$ cat config.mk
export PLATFORM = sky130hd
export DESIGN_NAME = nmea_gsv_satellite_counter
export DESIGN_NICKNAME = d
export VERILOG_FILES = /design/src/rtl/ngsv_pkg.sv /design/src/rtl/nmea_gsv_satellite_counter.sv /design/src/rtl/ngsv_front.sv /design/src/rtl/ngsv_queue.sv /design/src/rtl/ngsv_back.sv
export SDC_FILE = /design/constraint.sdc
export NUM_CORES = 1
export LEC_CHECK = 0
export ABC_CLOCK_PERIOD_IN_PS = 6200
export BUFFER_PORTS_ARGS = -buffer_cell sky130_fd_sc_hd__buf_2
export CORE_MARGIN = 1
export CORE_UTILIZATION = 30
export DETAILED_ROUTE_END_ITERATION = 10
export PLACE_DENSITY = 0.57
export SLEW_MARGIN = 15
export SYNTH_ARGS = -nofsm -noshare
export SYNTH_HDL_FRONTEND = slang
export SYNTH_SLANG_ARGS = --single-unit
$ cat constraint.sdc
create_clock -name clk -period 6.2 [get_ports clk]
set_clock_uncertainty 0.2 [all_clocks]
set_input_delay 1.24 -clock clk [delete_from_list [all_inputs] [get_ports clk]]
set_output_delay 1.24 -clock clk [all_outputs]
set_load 0.005 [all_outputs]
$ cat src/rtl/ngsv_pkg.sv
// Shared types and character constants for the GSV satellite counter.
package ngsv_pkg;

  localparam logic [7:0] CH_NUL    = 8'h00;
  localparam logic [7:0] CH_DOLLAR = 8'h24;
  localparam logic [7:0] CH_COMMA  = 8'h2C;
  localparam logic [7:0] CH_PLUS   = 8'h2B;
  localparam logic [7:0] CH_MINUS  = 8'h2D;
  localparam logic [7:0] CH_SPACE  = 8'h20;
  localparam logic [7:0] CH_TAB    = 8'h09;
  localparam logic [7:0] CH_CR     = 8'h0D;
  localparam logic [7:0] CH_ZERO   = 8'h30;
  localparam logic [7:0] CH_NINE   = 8'h39;
  localparam logic [7:0] CH_A      = 8'h41;
  localparam logic [7:0] CH_B      = 8'h42;
  localparam logic [7:0] CH_D      = 8'h44;
  localparam logic [7:0] CH_G      = 8'h47;
  localparam logic [7:0] CH_L      = 8'h4C;
  localparam logic [7:0] CH_P      = 8'h50;
  localparam logic [7:0] CH_S      = 8'h53;
  localparam logic [7:0] CH_V      = 8'h56;

  // Header positions; the position counter stops at HDR_LEN.
  localparam logic [2:0] POS_DOLLAR = 3'd0;
  localparam logic [2:0] POS_TALK0  = 3'd1;
  localparam logic [2:0] POS_TALK1  = 3'd2;
  localparam logic [2:0] POS_TYPE0  = 3'd3;
  localparam logic [2:0] POS_TYPE1  = 3'd4;
  localparam logic [2:0] POS_TYPE2  = 3'd5;
  localparam logic [2:0] HDR_LEN    = 3'd7;

  // Talker code: bit 2 = known talker, bits 1..0 = constellation.
  localparam logic [2:0] TALK_NONE = 3'd0;
  localparam logic [2:0] TALK_G    = 3'd1;
  localparam logic [2:0] TALK_B    = 3'd2;
  localparam logic [2:0] TALK_GPS  = 3'd4;
  localparam logic [2:0] TALK_GLO  = 3'd5;
  localparam logic [2:0] TALK_BDS  = 3'd6;
  localparam logic [2:0] TALK_GAL  = 3'd7;

  // Field counter codes.
  localparam logic [1:0] FLD_HEAD  = 2'd0;
  localparam logic [1:0] FLD_MSG   = 2'd1;
  localparam logic [1:0] FLD_SATS  = 2'd2;
  localparam logic [1:0] FLD_SAT   = 2'd3;
  localparam logic [1:0] PHASE_SNR = 2'd0;

  typedef struct packed {
    logic       ok;
    logic [1:0] constellation;
    logic       first;
    logic [7:0] tracked;
    logic [7:0] sats;
    logic [7:0] best_snr;
  } line_sum_t;

  typedef struct packed {
    logic       any_valid;
    logic [7:0] max_snr;
    logic [7:0] tracked;
    logic [7:0] in_view;
    logic [1:0] constellation;
    logic       accepted;
  } result_t;

endpackage

$ cat src/rtl/nmea_gsv_satellite_counter.sv
// Top level of the NMEA GSV satellite counter.
// Takes one character word per cycle, back to back, whenever the line queue has room.
// A result word follows each end-of-line word once it is accepted, passing through the
// two-entry line queue and then the output register, which can stall on the result side.
// One word per cycle; table update retires one line per cycle unless output stalls.
// Synchronous active-high reset clears all counts, tables, the queue and the output valid.
module nmea_gsv_satellite_counter (
  input  logic        clk,
  input  logic        rst,
  input  logic        s_axis_tvalid,
  output logic        s_axis_tready,
  input  logic [7:0]  s_axis_tdata,  // [7:0] ch
  input  logic        s_axis_tlast,  // end_of_line
  output logic        m_axis_tvalid,
  input  logic        m_axis_tready,
  // [0] accepted, [2:1] constellation, [10:3] in_view, [18:11] tracked,
  // [26:19] max_snr, [27] any_valid, [31:28] zero
  output logic [31:0] m_axis_tdata
);

  logic                push;
  logic                q_full;
  logic                q_valid;
  logic                pop;
  ngsv_pkg::line_sum_t push_data;
  ngsv_pkg::line_sum_t head;
  ngsv_pkg::result_t   out_data;

  ngsv_front u_front (
    .clk         (clk),
    .rst         (rst),
    .in_valid    (s_axis_tvalid),
    .in_ready    (s_axis_tready),
    .ch          (s_axis_tdata),
    .end_of_line (s_axis_tlast),
    .push        (push),
    .push_data   (push_data),
    .q_full      (q_full)
  );

  ngsv_queue u_queue (
    .clk       (clk),
    .rst       (rst),
    .push      (push),
    .push_data (push_data),
    .full      (q_full),
    .pop       (pop),
    .valid     (q_valid),
    .head      (head)
  );

  ngsv_back u_back (
    .clk       (clk),
    .rst       (rst),
    .q_valid   (q_valid),
    .head      (head),
    .pop       (pop),
    .out_valid (m_axis_tvalid),
    .out_ready (m_axis_tready),
    .out_data  (out_data)
  );

  assign m_axis_tdata = {4'b0000, out_data};

endmodule

$ cat src/rtl/ngsv_front.sv
// Character parser: header check, field scan, per-line summary on end of line.
module ngsv_front (
  input  logic                 clk,
  input  logic                 rst,
  input  logic                 in_valid,
  output logic                 in_ready,
  input  logic [7:0]           ch,
  input  logic                 end_of_line,
  output logic                 push,
  output ngsv_pkg::line_sum_t  push_data,
  input  logic                 q_full
);

  typedef enum logic [2:0] {
    SCAN_LEAD   = 3'b001,
    SCAN_DIGITS = 3'b010,
    SCAN_STOP   = 3'b100
  } scan_t;

  logic [2:0] pos, pos_next;
  logic       header_ok, hdr_next;
  logic [2:0] talker, talk_next;
  logic [1:0] fld, fld_next;
  logic [1:0] phase, phase_next;
  logic [7:0] mag, mag_next;
  logic       neg, neg_next;
  scan_t      scan, scan_next;
  logic       first, first_c;
  logic [7:0] sats, sats_c;
  logic [7:0] trk, trk_c;
  logic [7:0] best, best_c;
  logic       line_cut;

  logic       accept;
  logic       c_hdr;
  logic [2:0] c_talk;
  logic       snr_hit;
  logic       digit, space;
  logic [11:0] acc;
  logic [7:0]  acc_sat;

  assign in_ready = !q_full;
  assign accept   = in_valid && in_ready;

  assign digit = (ch >= ngsv_pkg::CH_ZERO) && (ch <= ngsv_pkg::CH_NINE);
  assign space = (ch == ngsv_pkg::CH_SPACE) ||
                 ((ch >= ngsv_pkg::CH_TAB) && (ch <= ngsv_pkg::CH_CR));
  assign acc     = {1'b0, mag, 3'b000} + {3'b000, mag, 1'b0} + {8'd0, ch[3:0]};
  assign acc_sat = (acc > 12'd255) ? 8'hFF : acc[7:0];

  // Header tracking for the current character.
  always_comb begin
    hdr_next  = header_ok;
    talk_next = talker;
    unique case (pos)
      ngsv_pkg::POS_DOLLAR: begin
        if (ch != ngsv_pkg::CH_DOLLAR) hdr_next = 1'b0;
      end
      ngsv_pkg::POS_TALK0: begin
        priority if (ch == ngsv_pkg::CH_G) talk_next = ngsv_pkg::TALK_G;
        else if (ch == ngsv_pkg::CH_B)     talk_next = ngsv_pkg::TALK_B;
        else                               talk_next = ngsv_pkg::TALK_NONE;
      end
      ngsv_pkg::POS_TALK1: begin
        priority if (talker == ngsv_pkg::TALK_G) begin
          priority if (ch == ngsv_pkg::CH_P) talk_next = ngsv_pkg::TALK_GPS;
          else if (ch == ngsv_pkg::CH_L)     talk_next = ngsv_pkg::TALK_GLO;
          else if (ch == ngsv_pkg::CH_B)     talk_next = ngsv_pkg::TALK_BDS;
          else if (ch == ngsv_pkg::CH_A)     talk_next = ngsv_pkg::TALK_GAL;
          else                               talk_next = ngsv_pkg::TALK_NONE;
        end else if (talker == ngsv_pkg::TALK_B && ch == ngsv_pkg::CH_D) begin
          talk_next = ngsv_pkg::TALK_BDS;
        end else begin
          talk_next = ngsv_pkg::TALK_NONE;
        end
      end
      ngsv_pkg::POS_TYPE0: begin
        if (ch != ngsv_pkg::CH_G) hdr_next = 1'b0;
      end
      ngsv_pkg::POS_TYPE1: begin
        if (ch != ngsv_pkg::CH_S) hdr_next = 1'b0;
      end
      ngsv_pkg::POS_TYPE2: begin
        if (ch != ngsv_pkg::CH_V) hdr_next = 1'b0;
      end
      default: ;
    endcase
    pos_next = (pos < ngsv_pkg::HDR_LEN) ? pos + 3'd1 : pos;
  end

  // Field commit: on a comma the header seen includes the comma itself.
  always_comb begin
    c_hdr   = end_of_line ? header_ok : hdr_next;
    c_talk  = end_of_line ? talker : talk_next;
    first_c = first;
    sats_c  = sats;
    trk_c   = trk;
    best_c  = best;
    snr_hit = (fld == ngsv_pkg::FLD_SAT) && (phase == ngsv_pkg::PHASE_SNR) &&
              !neg && (mag != 8'd0) && c_hdr && c_talk[2];
    unique case (fld)
      ngsv_pkg::FLD_MSG:  first_c = neg || (mag <= 8'd1);
      ngsv_pkg::FLD_SATS: sats_c  = neg ? (8'd0 - mag) : mag;
      ngsv_pkg::FLD_SAT: begin
        if (snr_hit) begin
          trk_c = trk + 8'd1;
          if (mag > best) best_c = mag;
        end
      end
      default: ;
    endcase
  end

  // Field advance and numeric scan.
  always_comb begin
    fld_next   = fld;
    phase_next = phase;
    unique case (fld)
      ngsv_pkg::FLD_HEAD: begin
        if (phase == 2'd0) begin
          phase_next = 2'd1;
        end else begin
          fld_next   = ngsv_pkg::FLD_MSG;
          phase_next = 2'd0;
        end
      end
      ngsv_pkg::FLD_MSG:  fld_next = ngsv_pkg::FLD_SATS;
      ngsv_pkg::FLD_SATS: begin
        fld_next   = ngsv_pkg::FLD_SAT;
        phase_next = 2'd1;
      end
      default: phase_next = phase + 2'd1;
    endcase

    mag_next  = mag;
    neg_next  = neg;
    scan_next = scan;
    unique case (scan)
      SCAN_LEAD: begin
        priority if (space) begin
          scan_next = SCAN_LEAD;
        end else if (ch == ngsv_pkg::CH_PLUS || ch == ngsv_pkg::CH_MINUS) begin
          neg_next  = (ch == ngsv_pkg::CH_MINUS);
          scan_next = SCAN_DIGITS;
        end else if (!digit) begin
          scan_next = SCAN_STOP;
        end else begin
          scan_next = SCAN_DIGITS;
          mag_next  = acc_sat;
        end
      end
      SCAN_DIGITS: begin
        if (!digit) scan_next = SCAN_STOP;
        else        mag_next  = acc_sat;
      end
      default: ;
    endcase
  end

  assign push = accept && end_of_line;
  always_comb begin
    push_data.ok            = header_ok && (pos == ngsv_pkg::HDR_LEN) && talker[2] &&
                              (fld >= ngsv_pkg::FLD_SATS);
    push_data.constellation = talker[1:0];
    push_data.first         = first_c;
    push_data.tracked       = trk_c;
    push_data.sats          = sats_c;
    push_data.best_snr      = best_c;
  end

  always_ff @(posedge clk) begin
    if (rst) begin
      pos       <= 3'd0;
      header_ok <= 1'b1;
      talker    <= ngsv_pkg::TALK_NONE;
      fld       <= ngsv_pkg::FLD_HEAD;
      phase     <= 2'd0;
      mag       <= 8'd0;
      neg       <= 1'b0;
      scan      <= SCAN_LEAD;
      first     <= 1'b0;
      sats      <= 8'd0;
      trk       <= 8'd0;
      best      <= 8'd0;
      line_cut  <= 1'b0;
    end else if (accept) begin
      if (end_of_line) begin
        // Close the line and start the next one clean; the best SNR carries over.
        pos       <= 3'd0;
        header_ok <= 1'b1;
        talker    <= ngsv_pkg::TALK_NONE;
        fld       <= ngsv_pkg::FLD_HEAD;
        phase     <= 2'd0;
        mag       <= 8'd0;
        neg       <= 1'b0;
        scan      <= SCAN_LEAD;
        first     <= 1'b0;
        sats      <= 8'd0;
        trk       <= 8'd0;
        best      <= best_c;
        line_cut  <= 1'b0;
      end else if (!line_cut) begin
        if (ch == ngsv_pkg::CH_NUL) begin
          // Drop the rest of the line text.
          line_cut <= 1'b1;
        end else begin
          pos       <= pos_next;
          header_ok <= hdr_next;
          talker    <= talk_next;
          if (ch == ngsv_pkg::CH_COMMA) begin
            first <= first_c;
            sats  <= sats_c;
            trk   <= trk_c;
            best  <= best_c;
            fld   <= fld_next;
            phase <= phase_next;
            mag   <= 8'd0;
            neg   <= 1'b0;
            scan  <= SCAN_LEAD;
          end else begin
            mag  <= mag_next;
            neg  <= neg_next;
            scan <= scan_next;
          end
        end
      end
    end
  end

endmodule

$ cat src/rtl/ngsv_queue.sv
// Two-entry queue of line summaries between parser and table update.
module ngsv_queue (
  input  logic                 clk,
  input  logic                 rst,
  input  logic                 push,
  input  ngsv_pkg::line_sum_t  push_data,
  output logic                 full,
  input  logic                 pop,
  output logic                 valid,
  output ngsv_pkg::line_sum_t  head
);

  ngsv_pkg::line_sum_t slots [2];
  logic       wr_ptr;
  logic       rd_ptr;
  logic [1:0] count;

  assign full  = (count == 2'd2);
  assign valid = (count != 2'd0);
  assign head  = slots[rd_ptr];

  always_ff @(posedge clk) begin
    if (push) slots[wr_ptr] <= push_data;
  end

  always_ff @(posedge clk) begin
    if (rst) begin
      wr_ptr <= 1'b0;
      rd_ptr <= 1'b0;
      count  <= 2'd0;
    end else begin
      if (push) wr_ptr <= !wr_ptr;
      if (pop)  rd_ptr <= !rd_ptr;
      unique case ({push, pop})
        2'b10:   count <= count + 2'd1;
        2'b01:   count <= count - 2'd1;
        default: count <= count;
      endcase
    end
  end

  a_count_range: assert property (@(posedge clk) disable iff (rst) count <= 2'd2)
    else $error("queue count out of range");
  a_no_overflow: assert property (@(posedge clk) disable iff (rst) !(push && full))
    else $error("push into full queue");
  a_no_underflow: assert property (@(posedge clk) disable iff (rst) !(pop && !valid))
    else $error("pop from empty queue");

endmodule

$ cat src/rtl/ngsv_back.sv
// Table update: burst totals, in-view values and the registered result word.
module ngsv_back (
  input  logic                 clk,
  input  logic                 rst,
  input  logic                 q_valid,
  input  ngsv_pkg::line_sum_t  head,
  output logic                 pop,
  output logic                 out_valid,
  input  logic                 out_ready,
  output ngsv_pkg::result_t    out_data
);

  logic [7:0] burst [4];
  logic [7:0] view  [4];
  logic       seen_valid;
  logic [1:0] k;
  logic [7:0] burst_new;
  ngsv_pkg::result_t res;

  assign k         = head.constellation;
  assign burst_new = (head.first ? 8'd0 : burst[k]) + head.tracked;
  assign pop       = q_valid && (!out_valid || out_ready);

  always_comb begin
    res.accepted      = head.ok;
    res.constellation = head.ok ? k : 2'd0;
    res.in_view       = head.ok ? head.sats : 8'd0;
    res.tracked       = head.ok ? burst_new : 8'd0;
    res.max_snr       = head.best_snr;
    res.any_valid     = head.ok || seen_valid;
  end

  always_ff @(posedge clk) begin
    if (rst) begin
      for (int i = 0; i < 4; i++) begin
        burst[i] <= 8'd0;
        view[i]  <= 8'd0;
      end
      seen_valid <= 1'b0;
    end else if (pop && head.ok) begin
      burst[k]   <= burst_new;
      view[k]    <= head.sats;
      seen_valid <= 1'b1;
    end
  end

  always_ff @(posedge clk) begin
    if (rst) begin
      out_valid <= 1'b0;
    end else if (pop) begin
      out_valid <= 1'b1;
    end else if (out_ready) begin
      out_valid <= 1'b0;
    end
  end

  always_ff @(posedge clk) begin
    if (pop) out_data <= res;
  end

  a_seen_sticky: assert property (@(posedge clk) disable iff (rst)
    seen_valid |=> seen_valid)
    else $error("seen flag dropped");
  a_accept_sets_any: assert property (@(posedge clk) disable iff (rst)
    out_valid && out_data.accepted |-> out_data.any_valid && seen_valid)
    else $error("accepted word without any_valid");
  a_view_written: assert property (@(posedge clk) disable iff (rst)
    pop && head.ok |=> view[$past(k)] == $past(head.sats))
    else $error("in-view table not updated");

endmodule

# Word-level counts from Yosys, hierarchy flattened
# Memory sizes are Yosys's and may differ from the RTL's. A register that Yosys moved wholly into a read port is not among the register bits.
# Cells that the tools add are included.
[totals]
reg_bits = 83
in_bits = 13
n_memories = 2
output_inout_bits = 34
mem_bits_rw = 88
[memory_table]
columns = ["name", "depth", "word_bits", "rd", "rd_clocked_by_memory_dff", "wr", "line", "text"]
rows = [
  ["u_queue.slots", 2, 28, 1, 1, 1, "ngsv_queue.sv:13", "ngsv_pkg::line_sum_t slots [2];"],
  ["u_back.burst", 4, 8, 1, 0, 4, "ngsv_back.sv:13", "logic [7:0] burst [4];"],
]
[op_classes]
magnitude_cmp = 9
n_reduce_logical = 48
eq_ne = 38
add_sub_neg = 9
mux = 106
[ops]
columns = ["cell", "count"]
rows = [
  ["$mux 8", 29],
  ["$mux 3", 23],
  ["$eq 8x7->1 const B", 6],
  ["$mux 1", 36],
  ["$eq 8x6->1 const B", 4],
  ["$ne 8x7->1 const B", 3],
  ["$mux 2", 11],
  ["$reduce_and 6->1", 3],
  ["$pmux 8 s2", 1],
  ["$logic_and 1x1->1", 15],
  ["$add 11x9->12", 1],
  ["$add 12x4->12", 1],
  ["$eq 3x2->1 const B", 4],
  ["$gt 12x8->1 const B", 1],
  ["$ne 4x4->1 const B", 3],
  ["$pmux 2 s3", 2],
  ["$pmux 3 s2", 2],
  ["$reduce_and 5->1", 2],
  ["$reduce_bool 2->1", 5],
  ["$eq 3x1->1 const B", 3],
  ["$eq 3x3->1 const B", 3],
  ["$add 8x1->8 const B", 1],
  ["$add 8x8->8", 1],
  ["$eq 2x2->1 const B", 4],
  ["other kinds (29)", 46],
]

# Longest topological paths before layout
# Gate-level depths: netlist of the first run.
[depth]
ltp_word = 15
mapped_depth = 15

# Hierarchy
# Synthesis of the first run repeated with hierarchy kept, for this count alone.
[unflattened]
hier_cells = 808
area_unflattened_um2 = 8961.1
[by_module_without_submodules]
columns = ["mod", "instances", "area_per_inst_um2", "cells_per_inst"]
rows = [
  ["ngsv_front", 1, 3854.9, 483],
  ["ngsv_back", 1, 2850.2, 211],
  ["ngsv_queue", 1, 2222.1, 109],
  ["nmea_gsv_satellite_counter", 1, 33.8, 5],
]

# Least setup slack after synthesis of the first run
# No wires, ideal clock.
[synth_path]
path_kind = "reg2reg"
start = "reg with a tool-made name"
end = "mem u_back.burst[0][7], data pin"
required_time_ns = 5.733
setup_time_ns = 0.267
path_slack_ns = 2.332
path_stages_with_launch = 16
t_arrival_ns = 3.401
cell_sequence = "dfxtp_1 buf_2 mux2i_1 clkbuf_1 nor2b_1 a211o_1 nand3_1 inv_1 ha_1 a21o_1 a21oi_1 o21bai_1 a21oi_1 o21ai_0 xnor2_1 nor2_1"
[synth_lines]
columns = ["element", "line"]
rows = [
  ["to (decl)", "ngsv_back.sv:13"],
]

==> results summary, run 1 <==
The flow ran to the end, and the final reports show no timing, DRC or antenna violations. The initial antenna violation count came to 0. The leakage power of the design is 3.725 nW. Buffers inserted during clock tree synthesis total 17.

The upper clock frequency limit is 255.0 MHz. The synthesized area per cell is 11.16 um2. Global routing consumed, on the met1 layer, 19.22% of the routing resources.

The number of buffers added on ports is 42. The die width is 171.6 um. The clock net in this run drives a total of 172 sinks. The detailed-route vias per instance came out at 4.824. The tree is rooted in a clkbuf_16. The worst setup path is launched from a register. STA puts the critical path data required time at 6.17 ns. Setup repair after global routing left no endpoint under its margin. Along the worst hold path, the cell count comes to 2. The destination of the worst register-to-register timing path is u_back.burst[2][7]. The H-tree depth is 4. The post-detailed-placement half-perimeter wirelength is 13000 um. The number of cells on the worst reg-to-reg path came out at 12. The number of diodes is 0. In this run, synthesis produced a sequential element count of 172. The initial detailed-routing violation count came out at 407. In the synthesized netlist, the number of instances is 773. The wire length of the first global-routing pass is 29950 um. TritonCTS built the clock tree. Yosys mapped the design onto 64 distinct sky130hd cell types.

The effective utilization at floorplan came out at 30.79%. The post-CTS repair timing setup buffer count came out at 0. The global placement routability congestion is 0.8346. The global-route congestion overflow total came out at 0. The number of cell rows is 61. The clock latency at the later pin of the worst-skew pair is 0.43 ns. The post-route setup TNS is 0 ns. After global routing, the most crowded layer is met2. The proportion of synthesized flip-flops having asynchronous set or reset is 0%.

The placed instance count is 1170. The wire length after detailed routing is 18480 um. At the worst endpoint, the arrival time is 3.90 ns. The core box area came out at 28010 um2.

The detailed-route via count came out at 5799. The via count of the first global-routing pass was 5580. The chip height came out at 171.6 um. The global routing usage on met3 is 2.623%. In this run, post-CTS hold repair placed 0 buffers. The count of instances resized after the clock tree is built is 0. The destination of the worst hold path is u_front.best[4]. Entering global routing, the biggest net connects 35 pins. The share of final-layout standard cells stronger than drive strength 1 came out at 14.44%. The total track usage came out at 13.24%. The worst hold path begins at u_front.best[4]. The number of nets in the finished design is 873. The transition time of the tightest slew-check pin is 0.7830 ns. The Yosys step of the flow raised 0 warnings. The sequential area share after synthesis came out at 53.38%. The critical path is of the reg -> reg type. For this run, the leading register cell type out of synthesis is edfxtp_1. The worst supply voltage drop on vdd came out at 0.2044 mV.

The worst hold path belongs to the class reg -> reg. The worst-case headroom to the max-slew limit is 47.48%. The max-capacitance violation count came out at 0. The synthesized area came out at 8626 um2. The number of enable flip-flop cells after synthesis came out at 116. The relative area change from synthesis to final layout came out at 13.75%. The maximum fanout encountered on the critical timing path is 27. The clock transition at the register clock pins on the worst setup and hold paths after CTS is 0.07 ns. The floorplan step defined a die boundary enclosing 29430 um2.

The largest buffer count on any clock path came out at 2. The final count of pins violating max slew is 0. Global routing used 19.94% of the available met2 tracks.

In this run the remaining antenna-violating nets after routing total 0. The final cell count without fillers came out at 1202. The final critical path time including I/O delays and setup came out at 3.922 ns.

The power density of the placed cells is 342.5 nW/um2. The routed wirelength normalized by instance count is 15.37 um. 47 I/O pins were placed. After detailed routing, the number of remaining DRC violations is 0. The worst-case register-to-register setup slack is 2.28 ns. The final critical path takes up 63.26% of the cycle. The setup-violating endpoint count in the final report is 0. The number of hold-slack violations in the final timing report was 0.

STA classifies the critical path endpoint as a register. For this run, the detailed router's first-pass iteration total came to 5.
placed cells by master, fill, tap and decap left out, types with 7 or more instances in the layout:
cell | netlist | routed
and2_1 | 12 | 12
edfxtp_1 | 116 | 116
inv_1 | 34 | 34
nor2_1 | 105 | 104
xnor2_1 | 15 | 15
mux2_2 | 18 | 18
a22o_1 | 7 | 7
and3_1 | 7 | 7
nand2b_1 | 7 | 7
nand2_1 | 63 | 63
nand4_1 | 8 | 8
buf_2 | 8 | 42
a31oi_1 | 9 | 9
o21ai_0 | 24 | 24
mux4_2 | 7 | 7
buf_4 | 4 | 9
a21oi_1 | 37 | 37
clkbuf_16 | 0 | 17
a21o_1 | 9 | 9
nand3_1 | 14 | 14
xor2_1 | 14 | 14
dfxtp_1 | 56 | 56
a22oi_1 | 10 | 10
mux2i_1 | 27 | 25
o31ai_1 | 7 | 7
nor3_1 | 8 | 8
ha_1 | 46 | 46
routing by layer:
metal	vias to the layer above	wire length [um]
met5	-	0
met4	0	177
met3	16	707
met2	114	8105
met1	2793	9484
li1	2876	-
Yosys cell counts, types with 6 or more instances:
cell        n  area, um2
and2_1     12      75.07
nand2b_1    7      43.79
inv_1      34      127.6
o21ai_0    24      120.1
mux2i_1    27      270.3
mux4_2      7      157.7
nor3_1      8      40.04
nor2b_1     6      37.54
dfxtp_1    56       1121
and3_1      7      43.79
nand3_1    14      70.07
a31oi_1     9      56.30
edfxtp_1  116       3483
mux2_2     18      202.7
a22oi_1    10      75.07
clkbuf_1   16      60.06
a21o_1      9      67.56
o31ai_1     7      52.55
nor2_1    105      394.1
ha_1       46      575.6
nand4_1     8      50.05
xnor2_1    15      131.4
nand2_1    63      236.5
a21oi_1    37      185.2
o21a_1      6      45.04
buf_2       8      40.04
a22o_1      7      61.31
xor2_1     14      122.6
flip-flops by register name, summed over array words and instances, names as in the netlist, 2 cells and up, named ones only:
signal	count
u_queue.slots	56
u_back.burst	32
u_back.out_data	28
u_front.best	8
u_front.mag	8
u_front.sats	8
u_front.trk	8
u_front.pos	3
u_front.scan	3
u_front.talker	3
u_front.fld	2
u_front.phase	2
u_queue.count	2
how the worst max path moves through the flow:
stage / endpoint / slack [ns] / cells after the start
6_report: u_back.burst[2][7] / 2.28 / 12
5_1_grt: u_back.out_data[18] / 2.00 / 12
4_1_cts: u_back.burst[0][6] / 2.11 / 13
3_5_place_dp: u_front.best[5] / 1.97 / 8
3_3_place_gp: u_front.best[0] / 2.01 / 8
2_1_floorplan: u_back.burst[0][7] / 2.33 / 15
power breakdown:
| part | total, mW | switching (mW) | internal (mW) |
|---|---|---|---|
| clock | 1.05 | 0.477 | 0.570 |
| sequential | 1.48 | 0.0494 | 1.43 |
| combinational | 0.835 | 0.519 | 0.316 |
| total | 3.36 | 1.05 | 2.31 |
per-stage QoR:
step	utilization [%]	hold slack (ns)	setup slack, ns	cell area, um2	total power [mW]
3_5_place_dp	32.94	0.2473	1.971	9226	2.343
5_1_grt	35.03	0.2669	2.004	9812	3.542
6_report	35.03	0.2561	2.278	9812	3.361
4_1_cts	35.00	0.2581	2.105	9803	3.399
2_1_floorplan	-	0.2313	2.332	8637	2.052
3_3_place_gp	32.94	0.2440	2.013	9226	2.339
cell families (layout without fill, tap and decap cells):
kind of cell	Yosys count	in the layout	synth area share (%)
AND/OR/NAND/NOR	259	259	14.45
flip-flops	172	172	53.38
AO/OA/AOI/OAI	141	141	11.00
buffers and inverters	70	118	3.510
multiplexers	52	52	7.311
adder cells (fa/ha/maj)	49	49	7.369
XOR/XNOR	29	29	2.945
other	1	4	0.04347
area by class of cell:
class                           count  area (um2)
Inverter                           35       131.4
Timing Repair Buffer               51       277.8
Multi-Input combinational cell    534        3749
Fill cell                        2799       18200
Clock buffer                       18       429.2
Clock inverter                     14       147.6
Tap cell                          378       473.0
Sequential cell                   172        4604
critical path, stage by stage, from the launching register on:
cell      delay (ns)
dfxtp_1         0.40
buf_4           0.43
mux2i_1         0.67
nand3_1         0.26
inv_1           0.13
ha_1            0.23
a21o_1          0.17
a21oi_1         0.22
o21bai_1        0.09
a21oi_1         0.21
o21ai_0         0.18
xnor2_1         0.39
nor2_1          0.09
Power figures use the tool's default switching activity.
==> inputs of run 2 (changes only) <==
Settings changed: ABC_CLOCK_PERIOD_IN_PS 6200 to 3200, PLACE_DENSITY 0.57 to 0.59.
Clock period 6.2 ns to 3.2 ns, I/O delays scaled along.
==> run 2 against run 1 <==
Flip-flop and latch count stayed put. Final cell count is 4.7% higher. Power is 100% higher. Hold slack better by 0.0030 ns. Sequential power is 93% higher. Highest routed layer unchanged. Via count is 3.0% higher.
==> results summary, run 2 (same netlist as run 1, synthesis figures left out) <==
The cell area after placement is 9687 um2 (was 9226 um2). The number of buffers added on ports is 42 (unchanged). The final cell count without fillers was 1258 (was 1202). The worst supply voltage drop on vdd came to 0.3999 mV (was 0.2044 mV).

The hold-critical path depth was 2 (unchanged). The overall die area is 29430 um2 (unchanged). The count of pins on the block boundary came out at 47 (unchanged). The kind of path behind the tightest hold check is reg -> reg (unchanged). The number of buffers inserted during clock tree synthesis is 17 (unchanged). The number of diodes came to 0 (unchanged). The destination of the worst hold path was u_front.best[7] (was u_front.best[4]). The maximum fanout encountered on the critical timing path came to 5 (was 27). The number of fill cells in the layout is 2729 (was 2799).

The category of the worst setup path capture point is a register (unchanged). The worst-case register-to-register setup slack came to 0.02 ns (was 2.28 ns). The transition time of the tightest slew-check pin came out at 0.6387 ns (was 0.7830 ns). The wire length of the first global-routing pass came out at 29530 um (was 29950 um). The power density of the placed cells came out at 651.7 nW/um2 (was 342.5 nW/um2). The origin of the worst min-delay path is u_front.best[7] (was u_front.best[4]).

The pin count of the biggest net entering global routing came out at 32 (was 35). The total power came to 6.742 mW (was 3.361 mW). The cell at the root of the clock tree was clkbuf_16 (unchanged). The number of nets in the finished design came to 929 (was 873). The number of hold buffers added after CTS is 0 (unchanged). The initial antenna violation count is 0 (unchanged). The number of remaining DRC errors is 0 (unchanged). The routed wirelength normalized by instance count is 14.45 um (was 15.37 um). The placed instance count is 1223 (was 1170). The chip height came out at 171.6 um (unchanged). Top Registers: u_queue.slots x56, u_back.burst x32, u_back.out_data x28 (unchanged).

The data required time at the worst endpoint came to 3.17 ns (was 6.17 ns). The TritonCTS sink count came out at 172 (unchanged). The relative area change from synthesis to final layout came to 19.93% (was 13.75%). The clock latency at the later pin of the worst-skew pair is 0.43 ns (about the same). The core box area was 28010 um2 (unchanged). The share of final-layout standard cells stronger than drive strength 1 is 21.93% (was 14.44%).

The number of cells on the worst reg-to-reg path came out at 15 (was 12). The effective utilization at floorplan is 30.79% (unchanged). The CTS tree is done (unchanged). The max-capacitance violation count came out at 0 (unchanged). The data arrival at the endpoint of the critical path is 3.14 ns (was 3.90 ns). The initial detailed-routing violation count came out at 380 (was 407). The via count of the first global-routing pass is 5701 (was 5580). The total track usage is 12.93% (was 13.24%). The post-detailed-route count of antenna-violating nets is 0 (unchanged).

Leading cell types in the layout, fill and taps excluded: edfxtp_1, nor2_1, nand2_1 (unchanged). The detailed-route via count came out at 5971 (was 5799). The leakage power of the design came out at 4.033 nW (was 3.725 nW). The final critical path time including I/O delays and setup is 3.175 ns (was 3.922 ns).

The multi-input gate area in the final layout was 3826 um2 (was 3749 um2). The H-tree depth is 4 (unchanged). The global placement routability congestion came out at 0.8090 (was 0.8346). The register area came out at 4606 um2 (was 4604 um2). The detailed-route vias per instance came out at 4.746 (was 4.824). The upper clock frequency limit came out at 314.9 MHz (was 255.0 MHz). The register containing the most flip-flops in the final layout was u_queue.slots (unchanged). The clock transition at the register clock pins on the worst setup and hold paths after CTS came out at 0.07 ns (about the same). The final cycle utilization of the critical path is 99.23% (was 63.26%). The setup-violating endpoint count in the final report came out at 0 (unchanged).

The die width came out at 171.6 um (unchanged). The final instance area came to 10340 um2 (was 9812 um2). The global-route congestion overflow total is 0 (unchanged). The largest buffer count on any clock path came out at 2 (unchanged).

The kind of start point of the critical path was a register (unchanged). The number of cell rows is 61 (unchanged). The number of hold-slack violations in the final timing report came out at 0 (unchanged). The most common cell after layout, fill and taps aside is edfxtp_1 (unchanged).

The flip-flop count of the largest register after layout was 56 (unchanged). The post-detailed-placement half-perimeter wirelength came out at 13090 um (was 13000 um). The final count of pins violating max slew is 0 (unchanged). Setup repair after global routing missed its margin: true (was false).

The destination of the worst register-to-register timing path is u_back.burst[1][7] (was u_back.burst[2][7]). The wire length after detailed routing is 18180 um (was 18480 um). The first-pass detailed-route iteration total is 5 (unchanged). Result of the run: finished clean (unchanged). The worst-case headroom to the max-slew limit is 57.42% (was 47.48%). The kind of critical path is reg -> reg (unchanged).
-- run 2: critical path: stages, from the launching register on --
cell and delay [ns]:
dfxtp_2 0.36, mux2i_4 0.33, buf_4 0.17, buf_6 0.10, nor2b_1 0.04, a211o_1 0.28
nand3_2 0.11, inv_1 0.05, ha_1 0.27, a21o_1 0.19, a21oi_2 0.14, o21bai_1 0.09
a21oi_2 0.14, o21ai_1 0.10, xnor2_2 0.27, nor2_1 0.09
-- run 2: how the worst max path moves through the flow --
| stage | from | end | slack, ns | cells past startpoint |
|---|---|---|---|---|
| 2_1_floorplan | register | u_back.out_data[17] | -0.007 | 14 |
| 3_3_place_gp | register | u_back.burst[3][5] | -0.03 | 14 |
| 3_5_place_dp | s_axis_tdata[3] | u_front.mag[6] | -0.01 | 10 |
| 4_1_cts | register | u_back.burst[0][6] | 0.01 | 13 |
| 5_1_grt | register | u_back.burst[3][5] | -0.17 | 16 |
| 6_report | register | u_back.burst[1][7] | 0.02 | 15 |
-- run 2: repair_timing --
action	4_1_cts	5_1_grt
endpoints found under the hold margin	0	0
resized for setup	1	9
buffers inserted	0	3
endpoints found under the setup margin	15	54
pin swaps	0	3
-- run 2: per-layer routing --
| metal | share of wire, % | up-vias | global-route usage [%] |
|---|---|---|---|
| met5 | 0 | - | 0 |
| met4 | 0.73 | 0 | 3.028 |
| met3 | 3.4 | 14 | 2.669 |
| met2 | 45 | 107 | 20.24 |
| met1 | 51 | 2852 | 18.16 |
| li1 | - | 2998 | - |
-- run 2: cell type report --
class	instances	area share [%]
inverters	35	1.270
clock inverters	15	1.597
clock buffers	17	4.112
well taps	378	4.572
multi-input cells	534	36.99
repair buffers	107	6.942
flip-flops and latches	172	44.52
-- run 2: power breakdown --
group          total (mW)  internal [mW]  leakage, nW  switching, mW
clock                2.01           1.05        0.287          0.957
combinational        1.87          0.818         2.17           1.05
sequential           2.86           2.77         1.58         0.0937
-- run 2: stage by stage --
| stage | hold WS [ns] | utilization (%) | setup TNS [ns] | setup slack, ns |
|---|---|---|---|---|
| after floorplan | 0.2313 | - | -0.02635 | -0.006797 |
| after global placement | 0.2420 | 34.58 | -0.1273 | -0.03453 |
| after detailed placement | 0.2501 | 34.58 | -0.02079 | -0.01316 |
| after CTS | 0.2631 | 36.70 | 0 | 0.01283 |
| after global routing | 0.2849 | 36.93 | -2.244 | -0.1719 |
| final | 0.2591 | 36.93 | 0 | 0.02479 |
==> inputs of run 3 (changes only) <==
==> constraint.sdc (replaced) <==
create_clock -name clk -period 3.2 [get_ports clk]
set_clock_uncertainty 0.2 [all_clocks]
set_input_delay 0 -clock clk [delete_from_list [all_inputs] [get_ports clk]]
set_output_delay 0 -clock clk [all_outputs]
set_load 0.005 [all_outputs]
==> run 3 against run 2 <==
Register-to-register slack gained 0.03 ns. Sequential power is essentially flat. First-iteration DRC count grew 2.6%.
==> results summary, run 3 (same netlist as run 1, synthesis figures left out) <==
The switching power as a share of total power was 30.06% (was 31.21%). The initial antenna violation count was 0 (unchanged). The kind of path behind the tightest hold check was in -> reg (was reg -> reg).

The total track usage is 13.38% (was 12.93%). The flip-flop count of the largest register after layout is 56 (unchanged). The worst supply voltage drop on vdd came to 0.3617 mV (was 0.3999 mV). The pre-CTS setup slack is -0.02780 ns (was -0.01316 ns). The via count of the first global-routing pass came to 5818 (was 5701).

The share of final-layout standard cells stronger than drive strength 1 came out at 20.41% (was 21.93%). The pin count of the biggest net entering global routing is 35 (was 32). The detailed-route via count is 6017 (was 5971). The sequential fraction of design power is 42.2% (was 42.5%). The max-capacitance violation count came out at 0 (unchanged).

The internal power contribution is 4.769 mW (was 4.638 mW). The total net switching power is 2.050 mW (was 2.104 mW). The number of nets in the finished design is 926 (was 929). The number of buffers added on ports came out at 42 (unchanged). The routed wirelength normalized by instance count is 14.99 um (was 14.45 um).

The clock share of power came to 29.6% (was 29.8%). The most common cell after layout, fill and taps aside is edfxtp_1 (unchanged). The count of pins on the block boundary came to 47 (unchanged). The final count of pins violating max slew came out at 0 (unchanged). The clock transition at the register clock pins on the worst setup and hold paths after CTS is 0.07 ns (about the same).

The total power is 6.819 mW (was 6.742 mW). The post-detailed-placement half-perimeter wirelength is 13070 um (was 13090 um). The first-pass detailed-route iteration total came out at 5 (unchanged). Leading cell types in the layout, fill and taps excluded: edfxtp_1, nor2_1, nand2_1 (unchanged). The transition time of the tightest slew-check pin came out at 0.6798 ns (was 0.6387 ns).

The number of buffers inserted during clock tree synthesis is 17 (unchanged). The CTS tree was done (unchanged). The kind of critical path was reg -> reg (unchanged). The overall die area is 29430 um2 (unchanged).

The post-detailed-route count of antenna-violating nets is 0 (unchanged). The relative area change from synthesis to final layout is 20.03% (was 19.93%). The wire length of the first global-routing pass came out at 30380 um (was 29530 um).

The wire length after detailed routing is 18820 um (was 18180 um). The upper clock frequency limit is 318.3 MHz (was 314.9 MHz). The global placement routability congestion came out at 0.8436 (was 0.8090). The number of cell rows is 61 (unchanged). The initial detailed-routing violation count came to 390 (was 380). The worst-case headroom to the max-slew limit is 54.30% (was 57.42%). Top Registers: u_queue.slots x56, u_back.burst x32, u_back.out_data x28 (unchanged). The chip height came out at 171.6 um (unchanged).

The detailed-route vias per instance is 4.794 (was 4.746). The setup-violating endpoint count in the final report is 0 (unchanged). The data arrival at the endpoint of the critical path came out at 3.12 ns (was 3.14 ns). The category of the worst setup path capture point was a register (unchanged).

Setup repair after global routing missed its margin: true (unchanged). The number of remaining DRC errors came out at 0 (unchanged). The effective utilization at floorplan came out at 30.79% (unchanged). The largest buffer count on any clock path is 2 (unchanged). The global-route congestion overflow total was 0 (unchanged). The number of hold-slack violations in the final timing report is 0 (unchanged). The power density of the placed cells came to 658.6 nW/um2 (was 651.7 nW/um2). The worst register-to-register path begins at u_queue.slots[0][25].

The data required time at the worst endpoint is 3.17 ns (about the same). The final cycle utilization of the critical path came out at 98.19% (was 99.23%). The number of fill cells in the layout is 2765 (was 2729). The minimum setup slack in the final design is 0.05791 ns (was 0.02479 ns).

The multi-input gate area in the final layout came to 3841 um2 (was 3826 um2). The kind of start point of the critical path is a register (unchanged). The TritonCTS sink count came out at 172 (unchanged). The H-tree depth was 4 (unchanged). The final core utilization was 36.96% (was 36.93%).

The origin of the worst min-delay path is s_axis_tdata[3] (was u_front.best[7]). The cell at the root of the clock tree is clkbuf_16 (unchanged). The core box area came to 28010 um2 (unchanged). The leakage power of the design is 3.988 nW (was 4.033 nW). The clock latency at the later pin of the worst-skew pair is 0.43 ns (about the same). The final critical path time including I/O delays and setup came out at 3.142 ns (was 3.175 ns).

Result of the run: finished clean (unchanged). The die width is 171.6 um (unchanged). The register area is 4609 um2 (was 4606 um2). The register containing the most flip-flops in the final layout is u_queue.slots (unchanged).

In this run the worst setup path begins at u_queue.slots[0][25]. The number of diodes came out at 0 (unchanged). The maximum fanout encountered on the critical timing path is 5 (unchanged). The combinational group share of total power came out at 28.2% (was 27.8%).
## run 3: changes by cell type in the layout (fill, tap and decap cells not counted), sizes merged
cell / change
inv: -6
dlygate4sd3: +13
clkinvlp: +3
buf: -16
bufinv: +2
clkbuf: +1
## run 3: layout make-up
cell class	instances	share of cell area (%)
inverters	35	1.269
flip-flops and latches	172	44.52
repair buffers	104	6.997
clock inverters	14	1.402
multi-input cells	534	37.10
clock buffers	18	4.145
well taps	378	4.568
## run 3: power groups by stage
| stage | sequential [mW] | combinational [mW] | clock, mW |
|---|---|---|---|
| finish | 2.88 | 1.93 | 2.02 |
| detailed placement | 2.93 | 1.76 | 0 |
| floorplan | 2.93 | 1.13 | 0 |
| global placement | 2.93 | 1.75 | 0 |
| global route | 2.91 | 2.14 | 2.16 |
| CTS | 2.88 | 1.80 | 2.05 |
## run 3: worst paths after layout
| check | end | slack (ns) | cells after the start |
|---|---|---|---|
| worst min register to register | u_front.best[7] | 0.26 | 2 |
| worst min-delay path | u_front.scan[1] | 0.07 | 6 |
| worst max-delay path | u_back.burst[2][5] | 0.06 | 11 |
| worst max register to register | u_back.burst[2][5] | 0.06 | 11 |
## run 3: what timing repair did
item,in CTS,in global routing
endpoints found under the setup margin,13,24
hold buffers,13,0
resized for setup,4,15
setup buffers,0,9
hold endpoints to repair,33,0
pin swaps,2,12
gates cloned,0,1
## run 3: per-layer routing
metal  GRT usage (%)  vias to the layer above  wire length [um]
met5               0                        -                 0
met4           4.542                        0               199
met3           2.048                       15               721
met2           21.28                      119              8591
met1           18.45                     2900              9302
li1                -                     2983                 -
## run 3: worst max-delay path, stage by stage (launching register included)
cell and delay (ns):
edfxtp_1 0.43, mux2i_4 0.23, buf_6 0.14, buf_6 0.08, mux4_2 0.48, and2_4 0.18, ha_4 0.23, a21oi_2 0.16
o21bai_1 0.11, a21oi_2 0.21, xor2_1 0.33, nor2_1 0.10
## run 3: per-stage QoR
| stage | instance area [um2] | hold WS [ns] | instances | setup TNS, ns |
|---|---|---|---|---|
| final | 10350 | 0.06769 | 1255 | 0 |
| after global routing | 10350 | 0.09958 | 1255 | -0.9893 |
| after CTS | 10220 | 0.04063 | 1245 | 0 |
| after detailed placement | 9502 | 0.1723 | 1200 | -0.1200 |
| after global placement | 9502 | 0.1758 | 1200 | 0 |
| after floorplan | 8708 | 0.003586 | 776 | -0.02635 |
